<file path="config.mk">
export PLATFORM = sky130hd
export DESIGN_NAME = dnms_decode
export DESIGN_NICKNAME = d
export VERILOG_FILES = /design/src/design/dnms_pkg.sv /design/src/design/dnms_decode.sv
export SDC_FILE = /design/constraint.sdc
export NUM_CORES = 2
export LEC_CHECK = 0
export BUFFER_PORTS_ARGS = -buffer_cell sky130_fd_sc_hd__buf_2
export CORE_ASPECT_RATIO = 0.6
export CORE_MARGIN = 2
export CORE_UTILIZATION = 45
export CTS_CLUSTER_DIAMETER = 40
export DETAILED_ROUTE_END_ITERATION = 16
export GPL_TIMING_DRIVEN = 0
export PLACE_DENSITY = 0.58
export SETUP_SLACK_MARGIN = 0.1
export SLEW_MARGIN = 20
export SYNTH_ARGS = -nofsm -noshare
export SYNTH_HDL_FRONTEND = slang
export SYNTH_SLANG_ARGS = --single-unit
</file>
<file path="constraint.sdc">
create_clock -name clk -period 11.2 [get_ports clk]
set_input_delay 0.56 -clock clk [delete_from_list [all_inputs] [get_ports clk]]
set_output_delay 0.56 -clock clk [all_outputs]
set_load 0.005 [all_outputs]
</file>
<file path="src/design/dnms_pkg.sv">
// Shared types, constants and helpers for the detection decode and suppression core.
// Used by the decode pipeline, the suppression engine, the top level and the checker.
// No dependencies.
package dnms_pkg;

    localparam int MAX_KEPT_DEF = 64;
    localparam int MIN_AREA     = 100;
    localparam int SCORE_ONE    = 32768;
    localparam int DIM_MAX      = 4096;
    localparam int ADDR_W       = 5;
    localparam int DATA_W       = 32;

    localparam logic [15:0] SCORE_THR_RST   = 16'd9830;
    localparam logic [15:0] OVERLAP_THR_RST = 16'd9830;
    localparam logic [12:0] IMG_DIM_RST     = 13'd640;
    localparam logic [19:0] SCALE_RST       = 20'd65536;

    typedef enum logic [2:0] {
        REG_SCORE_THR   = 3'd0,
        REG_OVERLAP_THR = 3'd1,
        REG_IMG_W       = 3'd2,
        REG_IMG_H       = 3'd3,
        REG_SCALE_X     = 3'd4,
        REG_SCALE_Y     = 3'd5
    } reg_idx_t;

    typedef struct packed {
        logic [15:0] center_x;
        logic [15:0] center_y;
        logic [15:0] box_w;
        logic [15:0] box_h;
        logic [15:0] objectness;
        logic [15:0] class_score_a;
        logic [15:0] class_score_b;
        logic [15:0] class_score_c;
        logic        frame_end;
    } row_t;

    typedef struct packed {
        logic [11:0] left;
        logic [11:0] top;
        logic [11:0] span_x;
        logic [11:0] span_y;
        logic [15:0] score;
        logic [1:0]  label;
        logic        final_res;
        logic        no_boxes;
        logic        dropped;
    } det_t;

    // one stored box with its confidence
    typedef struct packed {
        logic [11:0] left;
        logic [11:0] top;
        logic [11:0] span_x;
        logic [11:0] span_y;
        logic [15:0] conf;
        logic [1:0]  label;
    } rec_t;

    typedef struct packed {
        logic valid;
        logic keep;
        logic frame_end;
        rec_t rec;
    } dec_out_t;

    typedef enum logic [3:0] {
        ST_COLLECT,
        ST_START,
        ST_SCAN_RD,
        ST_SCAN_CMP,
        ST_PICK,
        ST_CHK_RD,
        ST_CHK_DATA,
        ST_CHK_MUL,
        ST_CHK_UNI,
        ST_CHK_CMP,
        ST_ACCEPT,
        ST_NEXT,
        ST_EMIT_RD,
        ST_EMIT_LD,
        ST_MARK,
        ST_EMIT_WAIT
    } eng_state_t;

    function automatic logic [15:0] sat_score(input logic [15:0] v);
        sat_score = (v > 16'(SCORE_ONE)) ? 16'(SCORE_ONE) : v;
    endfunction

    function automatic logic [12:0] sat_dim(input logic [12:0] v);
        sat_dim = (v > 13'(DIM_MAX)) ? 13'(DIM_MAX) : v;
    endfunction

endpackage

</file>
<file path="src/design/dnms_decode.sv">
// Four-stage row decode: class pick, confidence, box scaling, clipping and size filter.
// Depends on dnms_pkg.
module dnms_decode
(
    input  logic               clk,
    input  logic               rst_n,
    input  logic               accept,
    input  dnms_pkg::row_t     row,
    input  logic [15:0]        score_threshold,
    input  logic [12:0]        image_width,
    input  logic [12:0]        image_height,
    input  logic [19:0]        scale_x,
    input  logic [19:0]        scale_y,
    output dnms_pkg::dec_out_t dec
);

    // stage 1
    logic               v1_reg, fe1_reg;
    logic [15:0]        obj1_reg, best1_reg;
    logic [1:0]         lab1_reg;
    logic signed [17:0] ax1_reg, ay1_reg;
    logic [17:0]        bx1_reg, by1_reg;
    // stage 2
    logic               v2_reg, fe2_reg;
    logic [15:0]        conf2_reg;
    logic [1:0]         lab2_reg;
    logic [13:0]        px2_reg, py2_reg;
    logic [14:0]        qx2_reg, qy2_reg;
    // stage 3
    logic               v3_reg, fe3_reg, keep3_reg;
    dnms_pkg::rec_t     rec3_reg;
    // stage 4
    logic               v4_reg, keep4_reg, fe4_reg;
    dnms_pkg::rec_t     rec4_reg;

    logic [15:0]        sa, sb, sc, best_next, obj_next;
    logic [1:0]         lab_next;
    logic [31:0]        conf_prod;
    logic [36:0]        px_prod, py_prod;
    logic [37:0]        qx_prod, qy_prod;
    logic signed [15:0] lim_x, lim_y, qcx, qcy, len_x, len_y;
    logic [23:0]        area;

    always_comb
    begin
        sa = dnms_pkg::sat_score(row.class_score_a);
        sb = dnms_pkg::sat_score(row.class_score_b);
        sc = dnms_pkg::sat_score(row.class_score_c);
        obj_next = dnms_pkg::sat_score(row.objectness);
        best_next = sa;
        lab_next = 2'd0;
        if (sb > best_next)
        begin
            best_next = sb;
            lab_next = 2'd1;
        end
        if (sc > best_next)
        begin
            best_next = sc;
            lab_next = 2'd2;
        end
    end

    always_comb
    begin
        conf_prod = obj1_reg * best1_reg;
        px_prod = ax1_reg[16:0] * scale_x;
        py_prod = ay1_reg[16:0] * scale_y;
        qx_prod = bx1_reg * scale_x;
        qy_prod = by1_reg * scale_y;
    end

    always_comb
    begin
        lim_x = $signed({3'b000, dnms_pkg::sat_dim(image_width)}) - 16'sd1;
        lim_y = $signed({3'b000, dnms_pkg::sat_dim(image_height)}) - 16'sd1;
        qcx = ($signed({1'b0, qx2_reg}) > lim_x) ? lim_x : $signed({1'b0, qx2_reg});
        qcy = ($signed({1'b0, qy2_reg}) > lim_y) ? lim_y : $signed({1'b0, qy2_reg});
        len_x = qcx - $signed({2'b00, px2_reg});
        len_y = qcy - $signed({2'b00, py2_reg});
        area = rec3_reg.span_x * rec3_reg.span_y;
    end

    always_ff @(posedge clk or negedge rst_n)
    begin
        if (!rst_n)
        begin
            v1_reg <= 1'b0;
            v2_reg <= 1'b0;
            v3_reg <= 1'b0;
            v4_reg <= 1'b0;
        end
        else
        begin
            v1_reg <= accept;
            v2_reg <= v1_reg;
            v3_reg <= v2_reg;
            v4_reg <= v3_reg;
        end
    end

    always_ff @(posedge clk)
    begin
        fe1_reg <= row.frame_end;
        obj1_reg <= obj_next;
        best1_reg <= best_next;
        lab1_reg <= lab_next;
        ax1_reg <= $signed({1'b0, row.center_x, 1'b0}) - $signed({2'b00, row.box_w});
        ay1_reg <= $signed({1'b0, row.center_y, 1'b0}) - $signed({2'b00, row.box_h});
        bx1_reg <= {1'b0, row.center_x, 1'b0} + {2'b00, row.box_w};
        by1_reg <= {1'b0, row.center_y, 1'b0} + {2'b00, row.box_h};

        fe2_reg <= fe1_reg;
        lab2_reg <= lab1_reg;
        conf2_reg <= conf_prod[30:15];
        px2_reg <= ax1_reg[17] ? 14'd0 : px_prod[36:23];
        py2_reg <= ay1_reg[17] ? 14'd0 : py_prod[36:23];
        qx2_reg <= qx_prod[37:23];
        qy2_reg <= qy_prod[37:23];

        fe3_reg <= fe2_reg;
        keep3_reg <= (conf2_reg >= score_threshold) && (len_x > 16'sd0) && (len_y > 16'sd0);
        rec3_reg.left <= px2_reg[11:0];
        rec3_reg.top <= py2_reg[11:0];
        rec3_reg.span_x <= len_x[11:0];
        rec3_reg.span_y <= len_y[11:0];
        rec3_reg.conf <= conf2_reg;
        rec3_reg.label <= lab2_reg;

        fe4_reg <= fe3_reg;
        keep4_reg <= keep3_reg && (area >= 24'(dnms_pkg::MIN_AREA));
        rec4_reg <= rec3_reg;
    end

    assign dec = '{valid: v4_reg, keep: keep4_reg, frame_end: fe4_reg, rec: rec4_reg};

endmodule

</file>
[After elaboration in Yosys (flattened, before gate mapping)]
Index checks and enable logic that the tools add are counted.
Cells by class
  magnitude comparators: 14
  multiply operators: 6
  reductions and logical operators: 3
  add/subtract/negate cells: 8
  muxes and demuxes: 10
Operators by type and width (count)
  $mux W16: 7
  $mul A18 B20 Y38: 2
  $mul A17 B20 Y37: 2
  $gt A16 B16 Y1 const B: 4
  $add A17 B16 Y18: 2
  $sub A17 B16 Y18: 2
  $gt A16 B1 Y1 const B: 2
  $gt A16 B14 Y1: 2
  $gt A16 B16 Y1: 2
  $sub A16 B15 Y16: 2
  $mul A16 B16 Y31: 1
  $sub A13 B1 Y14 const B: 2
  $gt A13 B13 Y1 const B: 2
  $mux W13: 2
  $ge A24 B7 Y1 const B: 1
  $mul A12 B12 Y24: 1
  $ge A16 B16 Y1: 1
  $logic_and A1 B1 Y1: 3
  $mux W1: 1
Word-level totals
  logic and storage cells: 76
  bits of input ports: 214
  bits in registers: 324
  output and inout port bits: 69

[Longest topological paths before layout]
  depth after elaboration: 9
  gate-level depth with buffers: 30
  mapped depth without buffers: 28

[Worst setup path before layout]
No wires, ideal clock.
  path kind: input to register
  start: in scale_y[17]
  end: reg qy2_reg[10]
  stages: 23
  path buffers: 2
  data arrival time: 6.598 ns
  required time: 11.128 ns
  setup slack: 4.530 ns
  setup time: 0.072 ns
  path through: clkbuf_1 > clkbuf_1 > nand2_1 > fa_1 > inv_1 > fa_1 > inv_1 > fa_1 > fa_1 > fa_1 > inv_1 > fa_1 > ha_1 > o21a_1 > o21a_1 > o21a_1 > o2111a_1 > a221oi_1 > a21oi_1 > o22a_1 > a31o_2 > a21oi_1 > xnor2_1
On the way
  cells in the longest elaborated chain, start to end: 1
Ends and longest elaborated chain
  start, declared: line dnms_decode.sv:13  | input logic [19:0] scale_y,
  $mul A18 B20 Y38: line dnms_decode.sv:70  | qy_prod = by1_reg * scale_y;
  named net qy_prod[33]: line dnms_decode.sv:40  | logic [37:0] qx_prod, qy_prod;
  end signal, assigned: line dnms_decode.sv:119  | qy2_reg <= qy_prod[37:23];
  end, declared: line dnms_decode.sv:28  | logic [14:0] qx2_reg, qy2_reg;
The timed path passes the listed nets, and every way through them passes these cells.
A chain may end at the register's enable or synchronous reset.

[Worst setup path after layout]
  start: reg ax1_reg[8]
  end: reg px2_reg[1]
On the way
  cells in the longest elaborated chain, start to end: 1
Ends and longest elaborated chain
  start, declared: line dnms_decode.sv:21  | logic signed [17:0] ax1_reg, ay1_reg;
  start signal, assigned: line dnms_decode.sv:108  | ax1_reg <= $signed({1'b0, row.center_x, 1'b0}) - $signed({2'b00, row.box_w});
  $mul A17 B20 Y37: line dnms_decode.sv:67  | px_prod = ax1_reg[16:0] * scale_x;
  end signal, assigned: line dnms_decode.sv:116  | px2_reg <= ax1_reg[17] ? 14'd0 : px_prod[36:23];
  end, declared: line dnms_decode.sv:27  | logic [13:0] px2_reg, py2_reg;
No other way between the ends.

==> out/metrics.yaml <==
cp_num_buf_inv: 2
hold_viol_final: 0
drtIter0Drc: 4827
wl_per_cell_um: 21.5
row_count: 110
cts_buffer_depth: 3
synth-async-reset-ratio_pct: 1.24
area_growth_pct: 8.60
core-area_um2: 151000
cts-buffers-inserted: 53
grt_pass1_wl_um: 333000
clk_transition_reported_paths_ns: 0.06
layout-drive-gt1-share_pct: 5.09
cts_tree: "built"
io_pins: 283
dpl.hpwl_um: 188000
grt_pass1_vias: 54000
max_slew.worst_pin.slew_ns: 1.07
synth_seq_cells: 322
synth-edff-count: 0
slowest_stage: "a21oi_1"
clkLatencyLatePin_ns: 0.67
hold_end: "by1_reg[0]$_DFF_P_"
synthFlopType: "dfxtp_1"
syn-num-nets: 10000
cp-start-kind: "register"
cp_slowest_stage_delay_ns: 0.90
setup_viol: 0
path_depth: 18
nets: 10400
avgSynthCellArea_um2: 8.95
cts_setup_buffers: 0
grtUsageTotal_pct: 28.4
reg2reg_depth: 18
slew_violations: 0
ant_nets: 0
holdWs_ns: 0.0701
htree_levels: 2
clock_sinks: 322
skew_ns: 0.0291
crit_family: "adder cells"
ctsRootBufferMaster: "clkbuf_16"
die_area_um2: 156000
synth.cell_area_um2: 68500
via_per_inst: 5.24
die_h_um: 306
die_w_um: 508
fin_crit_sh_pct: 73.9
cp_max_fo: 10
min_period_ns: 8.27
path_class: "reg -> reg"
crit_chain: "clkbuf_1 -> nand2_1 -> fa_1 -> fa_1 -> fa_1 -> fa_1 -> fa_1 -> inv_1 -> fa_1 -> ha_1 -> nand4_1 -> nor3_1 -> o211ai_1 -> a21oi_1 -> o21ai_0 -> nand2b_1 -> nor2_1 -> a2111oi_1"
hold_start: "row[65]"
min_path_type: "in -> reg"
synth_cells: 7659
relSlewSlack_pct: 28.8
rr_endpoint: "px2_reg[1]$_SDFF_PP0_"
post-route-util_pct: 49.4
port_buffers: 275
final_common_cell: "inv_1"
r2r_slack_ns: 2.93
grt_max_degree: 17
reg2reg_from: "ax1_reg[8]$_DFF_P_"
vias: 52700
drv_cap: 0
route.final.wire_length_um: 217000
final_cell_mix: "1,742 x inv_1, 1,404 x fa_1, 1,298 x nand2_1"
dpl_cell_area_um2: 72400
required_ns: 11.69
grt_overflow: 0
path_common_cell: "fa_1"
endpoint_kind: "register"
yosysWarningCount: 0
yosysUniqueCellTypes: 88
ys_seq_area_share_pct: 9.44
gp_congestion: 1.00
holdPathStages: 1
fin_setup_tns_ns: 0
start_util_pct: 45.5
postLayoutCellArea_um2: 74400
max_freq_mhz: 121
rsz0062_at_grt: "no"
antenna_found_initial: 28
drt_drc_violations_left: 0
cp.arrival_ns: 8.76
dr.pass1.iters: 6
status: "finished, final reports clean"
[worst register-to-register path: cells and delay by family (launching register included)]
kind,cells,cell delay [ns]
flops,1,0.54
compound gates,4,2.17
fa+ha+maj,7,3.47
simple gates,5,1.19
buf+inv,2,0.76
[cells by family after synthesis]
family                   synth area share, %
AO/OA/AOI/OAI                           5.22
XOR/XNOR                                2.05
adder cells (fa/ha/maj)                 54.9
buffers and inverters                   11.5
flip-flops                              9.44
multiplexers                           0.898
AND/OR/NAND/NOR                         16.0
[worst max-delay path by stage]
stage | start | to | slack [ns]
3_3_place_gp | scale_x[11] | qx2_reg[14]$_DFF_P_ | 1.50
3_5_place_dp | scale_x[19] | px2_reg[1]$_SDFF_PP0_ | 2.40
2_1_floorplan | scale_y[17] | qy2_reg[10]$_DFF_P_ | 4.53
6_report | ax1_reg[8]$_DFF_P_ | px2_reg[1]$_SDFF_PP0_ | 2.93
4_1_cts | ax1_reg[8]$_DFF_P_ | px2_reg[1]$_SDFF_PP0_ | 2.93
5_1_grt | ax1_reg[8]$_DFF_P_ | px2_reg[1]$_SDFF_PP0_ | 2.73
[synth_stat cells, types with 19 or more instances]
master / n / area share (%)
dfxtp_1: 318 / 9.3
fa_1: 1404 / 41
nand2b_1: 25 / 0.23
nor2b_1: 69 / 0.63
and3_1: 29 / 0.26
nor2_1: 129 / 0.71
mux2i_1: 57 / 0.83
clkbuf_1: 344 / 1.9
ha_1: 761 / 14
nor3_1: 61 / 0.45
xor2_1: 50 / 0.64
a21oi_1: 142 / 1.0
xnor2_1: 110 / 1.4
a21o_1: 65 / 0.71
nand4_1: 25 / 0.23
or3_1: 19 / 0.17
and2_1: 555 / 5.1
o21ai_0: 72 / 0.53
nand3_1: 30 / 0.22
nor4_1: 22 / 0.20
o21a_1: 47 / 0.51
o21bai_1: 27 / 0.30
nand2_1: 1298 / 7.1
inv_1: 1742 / 9.5
[cell type report]
| cell class | count | area [um2] |
|---|---|---|
| flip-flops and latches | 322 | 6470 |
| plain buffers | 354 | 1340 |
| multi-input cells | 5240 | 54200 |
| inverters | 1743 | 6540 |
| clock buffers | 54 | 1330 |
| diodes | 16 | 40.0 |
| fillers | 14400 | 76200 |
| clock inverters | 46 | 558 |
| repair buffers | 281 | 1430 |
| well taps | 2016 | 2520 |
[timing repair]
action                                  CTS  global route
hold buffers                              4             0
endpoints found under the setup margin    0             0
gates resized for setup                   0             0
hold endpoints to repair                  7             0
[metal layers]
layer | vias up | part of all wire (%) | GRT usage (%)
met1 | 26300 | 49 | 46.0
met4 | 10 | 1.6 | 4.77
met3 | 231 | 13 | 10.3
met5 | - | 0.030 | 0
li1 | 23600 | - | -
met2 | 2539 | 36 | 35.2
[per-stage QoR]
| step | setup slack, ns | std cells |
|---|---|---|
| after global placement | 1.50 | 9950 |
| after global routing | 2.73 | 10100 |
| after detailed placement | 2.40 | 9952 |
| after CTS | 2.93 | 10100 |
| after floorplan | 4.53 | 7659 |
| final | 2.93 | 10100 |
Power is not shown: default switching activity piles up to over one toggle a cycle in this logic, so the estimate is an artifact.
